==> src/rtl/assert_macros.svh <==
// Assertion macros used by the top level of the envelope follower.
// Active only when SYNTH is not defined; empty bodies otherwise.
`ifndef ASSERT_MACROS_SVH
`define ASSERT_MACROS_SVH

`ifndef SYNTH
// property must hold at every clock edge out of reset
`define ASSERT_CLK(lbl, clk, rst_n, prop) \
	lbl: assert property (@(posedge clk) disable iff (!(rst_n)) (prop)) \
		else $error("assertion failed");
// condition must never be true out of reset
`define ASSERT_NEVER(lbl, clk, rst_n, cond) \
	lbl: assert property (@(posedge clk) disable iff (!(rst_n)) !(cond)) \
		else $error("forbidden condition seen");
`else
`define ASSERT_CLK(lbl, clk, rst_n, prop)
`define ASSERT_NEVER(lbl, clk, rst_n, cond)
`endif

`endif

==> src/rtl/wpef_pkg.sv <==
// Package for the windowed peak envelope follower: constants, codes, state type.
// No dependencies.
`timescale 1ns / 1ps
`default_nettype none
package wpef_pkg;
	localparam int ENV_DEPTH_DEF = 1024;

	localparam logic [11:0] WLEN_RST   = 12'd352;
	localparam logic [10:0] WCNT_RST   = 11'd1024;
	localparam logic [22:0] FILL_MAX   = 23'h7FFFFF;
	localparam logic [14:0] PEAK_FLOOR = 15'd983;
	localparam logic [9:0]  GATE_LEVEL = 10'd655;
	localparam logic [14:0] MAG_MAX    = 15'd32767;
	localparam logic [21:0] FULL_OPEN  = 22'd32768;

	// serial divider geometry
	localparam int DIV_NW = 22;
	localparam int DIV_DW = 27;

	// input kinds
	localparam logic [1:0] MODE_APPEND = 2'd0;
	localparam logic [1:0] MODE_QUERY  = 2'd1;
	localparam logic [1:0] MODE_START  = 2'd2;

	// register indexes
	localparam logic [1:0] REG_WLEN = 2'd0;
	localparam logic [1:0] REG_WCNT = 2'd1;

	typedef enum logic [3:0] {
		ST_IDLE, ST_DIV1, ST_CHK, ST_RDA, ST_RDB,
		ST_MULA, ST_MULB, ST_GATE, ST_DIV2, ST_FIN
	} state_t;
endpackage
`default_nettype wire

==> src/rtl/wpef_sdiv.sv <==
// Bit-serial restoring divider: one quotient bit per cycle, numerator shifted in.
// Uses wpef_pkg for its geometry.
`timescale 1ns / 1ps
`default_nettype none
module wpef_sdiv (
	input  wire logic                       clk,
	input  wire logic                       arst_n,
	input  wire logic                       start,
	input  wire logic [wpef_pkg::DIV_DW-1:0] rem0,
	input  wire logic [wpef_pkg::DIV_NW-1:0] num,
	input  wire logic [wpef_pkg::DIV_DW-1:0] den,
	output logic                            busy,
	output logic                            done,
	output logic      [wpef_pkg::DIV_NW-1:0] quot,
	output logic      [wpef_pkg::DIV_DW-1:0] rem
);
	import wpef_pkg::*;

	localparam int CW = $clog2(DIV_NW + 1);

	logic [DIV_DW-1:0] rem_q, den_q;
	logic [DIV_NW-1:0] num_q, quot_q;
	logic [CW-1:0]     cnt_q;
	logic              busy_q, done_q;
	logic [DIV_DW:0]   trial;
	logic              fits;

	// one restoring step
	assign trial = {rem_q, num_q[DIV_NW-1]};
	assign fits  = trial >= {1'b0, den_q};

	always_ff @(posedge clk or negedge arst_n) begin
		if (!arst_n) begin
			busy_q <= 1'b0;
			done_q <= 1'b0;
			cnt_q  <= '0;
		end else begin
			done_q <= 1'b0;
			if (start) begin
				busy_q <= 1'b1;
				cnt_q  <= '0;
			end else if (busy_q) begin
				cnt_q <= cnt_q + 1'b1;
				if (cnt_q == CW'(DIV_NW - 1)) begin
					busy_q <= 1'b0;
					done_q <= 1'b1;
				end
			end
		end
	end

	// datapath
	always_ff @(posedge clk) begin
		if (start) begin
			rem_q  <= rem0;
			num_q  <= num;
			den_q  <= den;
			quot_q <= '0;
		end else if (busy_q) begin
			rem_q  <= fits ? DIV_DW'(trial - {1'b0, den_q}) : trial[DIV_DW-1:0];
			num_q  <= {num_q[DIV_NW-2:0], 1'b0};
			quot_q <= {quot_q[DIV_NW-2:0], fits};
		end
	end

	assign busy = busy_q;
	assign done = done_q;
	assign quot = quot_q;
	assign rem  = rem_q;
endmodule
`default_nettype wire

==> config.mk <==
export PLATFORM = sky130hd
export DESIGN_NAME = wpef_sdiv
export DESIGN_NICKNAME = d
export VERILOG_FILES = /design/src/rtl/assert_macros.svh /design/src/rtl/wpef_pkg.sv /design/src/rtl/wpef_sdiv.sv
export SDC_FILE = /design/constraint.sdc
export NUM_CORES = 1
export LEC_CHECK = 0
export BUFFER_PORTS_ARGS = -buffer_cell sky130_fd_sc_hd__buf_2
export CELL_PAD_IN_SITES_DETAIL_PLACEMENT = 1
export CELL_PAD_IN_SITES_GLOBAL_PLACEMENT = 2
export CORE_MARGIN = 8
export CORE_UTILIZATION = 35
export DETAILED_ROUTE_END_ITERATION = 8
export GPL_TIMING_DRIVEN = 0
export PLACE_DENSITY_LB_ADDON = 0.25
export SLEW_MARGIN = 20
export SYNTH_ARGS = -nofsm -noshare
export SYNTH_HDL_FRONTEND = slang
export SYNTH_SLANG_ARGS = --single-unit
==> constraint.sdc <==
create_clock -name clk -period 3.12 [get_ports clk]
set_input_delay 0.624 -clock clk [delete_from_list [all_inputs] [get_ports clk]]
set_output_delay 0.624 -clock clk [all_outputs]
set_load 0.02 [all_outputs]
==> qor.yml <==
worst_ep_required_time_ns: 3.23
cp_data_arrival_time_ns: 3.10
cts_tree: "done"
ioPinCount: 130
pre_cts_ws_ns: -0.628
antenna_found_initial: 0
r2r_setup_slack_ns: 0.14
crit_fanout: 10
rr_endpoint: "rem[19]$_DFFE_PP_"
placementRows: 47
maxCapViolCount: 0
syn_area_sq_mm: 0.00589
area_growth_pct: 22.1
fin_worst_skew_ns: 0.00827
crit_path_end_kind: "flip-flop"
grt_usage_pct: 16.9
portBuffers: 129
fin_crit_sh_pct: 95.7
fmax_mhz: 335
synth_fp_nets: 648
power_mw: 6.39
initial_core_util_pct: 35.6
diodes: 0
outcome: "finished, final reports clean"
layout_setup_ws_ns: 0.135
htreeDepth: 3
grt_pass1_vias: 5163
synth.distinct_cells: 58
synth_ff_type: "edfxtp_1"
via_count: 4632
critical_path_class: "reg2reg"
first_pass_iters: 5
cts_setup_buffers: 0
seq_area_frac_synth_pct: 49.2
postSynthAreaPerCell_sq_um: 10.9
clock_latency_ns: 0.36
drc: 0
cts_max_path_buffers: 2
grt_start_max_net_pins: 35
rr_startpoint: "rem[20]$_DFFE_PP_"
ir_drop_uv: 366
ys_warn_count: 0
synth_edf_count: 76
period_needed_ns: 2.98
p_per_area_mw_per_mm2: 889
cellLeakagePower_nw: 3.19
wirelength_microns: 17500
core_sq_mm: 0.0165
die_w_microns: 146
rsz0062_at_grt: "true"
avgRoutedWirePerCell_microns: 19.4
worst_pin_slew_ns: 0.847
async_flop_share_pct: 6.67
hpwl_microns: 13300
start_kind: "flip-flop"
gr-total-overflow: 0
synthCells: 539
grt_pass1_wl_microns: 28400
cts_sinks: 105
drt_iter0_markers: 168
dieArea_sq_mm: 0.0212
setup_violations: 0
cts_buffers: 9
cts_root_buf: "clkbuf_16"
path_clk_slew_ns: 0.08
slew_headroom_pct: 43.6
hold_viol_final: 0
hp-class: "in2async"
layout_commonest_cell: "buf_2"
viasPerCell: 5.12
nNetsFinal: 788
die_h_microns: 146
r2r_cells: 11
layout-drive-gt1-share_pct: 28.9
final_cell_mix: "buf_2, edfxtp_1, nor2_1"
final_antenna_net_count: 0
gp_congestion: 0.825
drv_slew: 0
fill_cells: 1865
synth-seq-cells: 105
==> sequential cells by signal (all words and copies together) (netlist names) <==
name,cells
done,1
cnt_q,5
quot,22
num_q,22
den_q,27
rem,27
busy,1
==> repair_timing <==
| item | CTS | global route |
|---|---|---|
| cloned | 1 | 0 |
| endpoints found under the setup margin | 76 | 26 |
| pin swaps | 1 | 3 |
| resized for setup | 6 | 16 |
| hold buffers | 0 | 0 |
==> logic make-up (layout without fill, tap and decap cells) <==
family          after synthesis  in the layout  share of synthesized area, %
fa+ha+maj                    30             30                          6.50
compound gates              105            105                          13.2
buf+inv                      65            209                          4.61
simple gates                159            160                          13.8
xor+xnor                     28             28                          4.16
mux                          47             47                          8.48
flops                       105            105                          49.2
==> how the worst max path moves through the flow <==
| stage | start | end | slack, ns |
|---|---|---|---|
| after floorplan | rem[0]$_DFFE_PP_ | rem[19]$_DFFE_PP_ | 0.31 |
| after global placement | start | rem[5]$_DFFE_PP_ | -0.92 |
| after detailed placement | start | rem[5]$_DFFE_PP_ | -0.63 |
| after CTS | rem[2]$_DFFE_PP_ | rem[17]$_DFFE_PP_ | 0.005 |
| after global routing | rem[14]$_DFFE_PP_ | rem[19]$_DFFE_PP_ | -0.007 |
| final | rem[20]$_DFFE_PP_ | rem[19]$_DFFE_PP_ | 0.14 |
==> Yosys cell counts (14+ instances only) <==
master / count / share of area, %
a21oi_1: 22 / 1.9
clkbuf_1: 20 / 1.3
dfxtp_1: 22 / 7.5
edfxtp_1: 76 / 39
ha_1: 29 / 6.2
inv_1: 33 / 2.1
mux2_2: 23 / 4.4
mux2i_1: 24 / 4.1
nand2_1: 37 / 2.4
nand3b_1: 15 / 1.9
nor2_1: 44 / 2.8
o21ai_0: 14 / 1.2
xor2_1: 16 / 2.4
==> where the power goes <==
part	total, mW	internal [mW]	switching, mW
Combinational	3.24	1.27	1.97
Sequential	2.01	1.82	0.185
Clock	1.14	0.564	0.578
Total	6.39	3.66	2.73
==> metrics by stage <==
| stage | hold slack (ns) | cells | instance area, sq um | utilization [%] | TNS (ns) |
|---|---|---|---|---|---|
| 3_5_place_dp | 0.470 | 888 | 6810 | 41.2 | -31.96 |
| 4_1_cts | 0.0697 | 905 | 7130 | 43.1 | 0 |
| 5_1_grt | 0.0711 | 904 | 7190 | 43.5 | -0.00848 |
| 3_3_place_gp | 0.462 | 888 | 6810 | 41.2 | -46.08 |
| 6_report | 0.0881 | 904 | 7190 | 43.5 | 0 |
| 2_1_floorplan | 0.328 | 539 | 5890 | - | 0 |
==> routing by layer <==
metal,global-route usage [%],vias up,share of wire (%)
met5,0,-,0
met4,3.44,0,0.85
met3,5.19,12,5.2
met2,28.8,86,49
met1,20.7,2275,45
li1,-,2259,-
==> final cells by class <==
type / instances / area [sq um] / share of cell area [%]
repair buffers: 129 / 646 / 8.98
flip-flops and latches: 105 / 2900 / 40.3
well taps: 220 / 275 / 3.83
plain buffers: 31 / 155 / 2.16
clock inverters: 6 / 62.6 / 0.870
multi-input cells: 370 / 2800 / 38.9
inverters: 33 / 124 / 1.72
clock buffers: 10 / 229 / 3.18
==> critical path: stages (launching register included) <==
cell	delay [ns]
edfxtp_1	0.45
ha_1	0.31
buf_2	0.18
a21o_1	0.20
a21oi_2	0.18
nand2_1	0.11
a2111oi_4	0.33
nor2_4	0.10
a31oi_4	0.22
buf_4	0.23
nor3_1	0.09
a221o_1	0.30
Note: power is estimated with default switching activity, not from simulation.
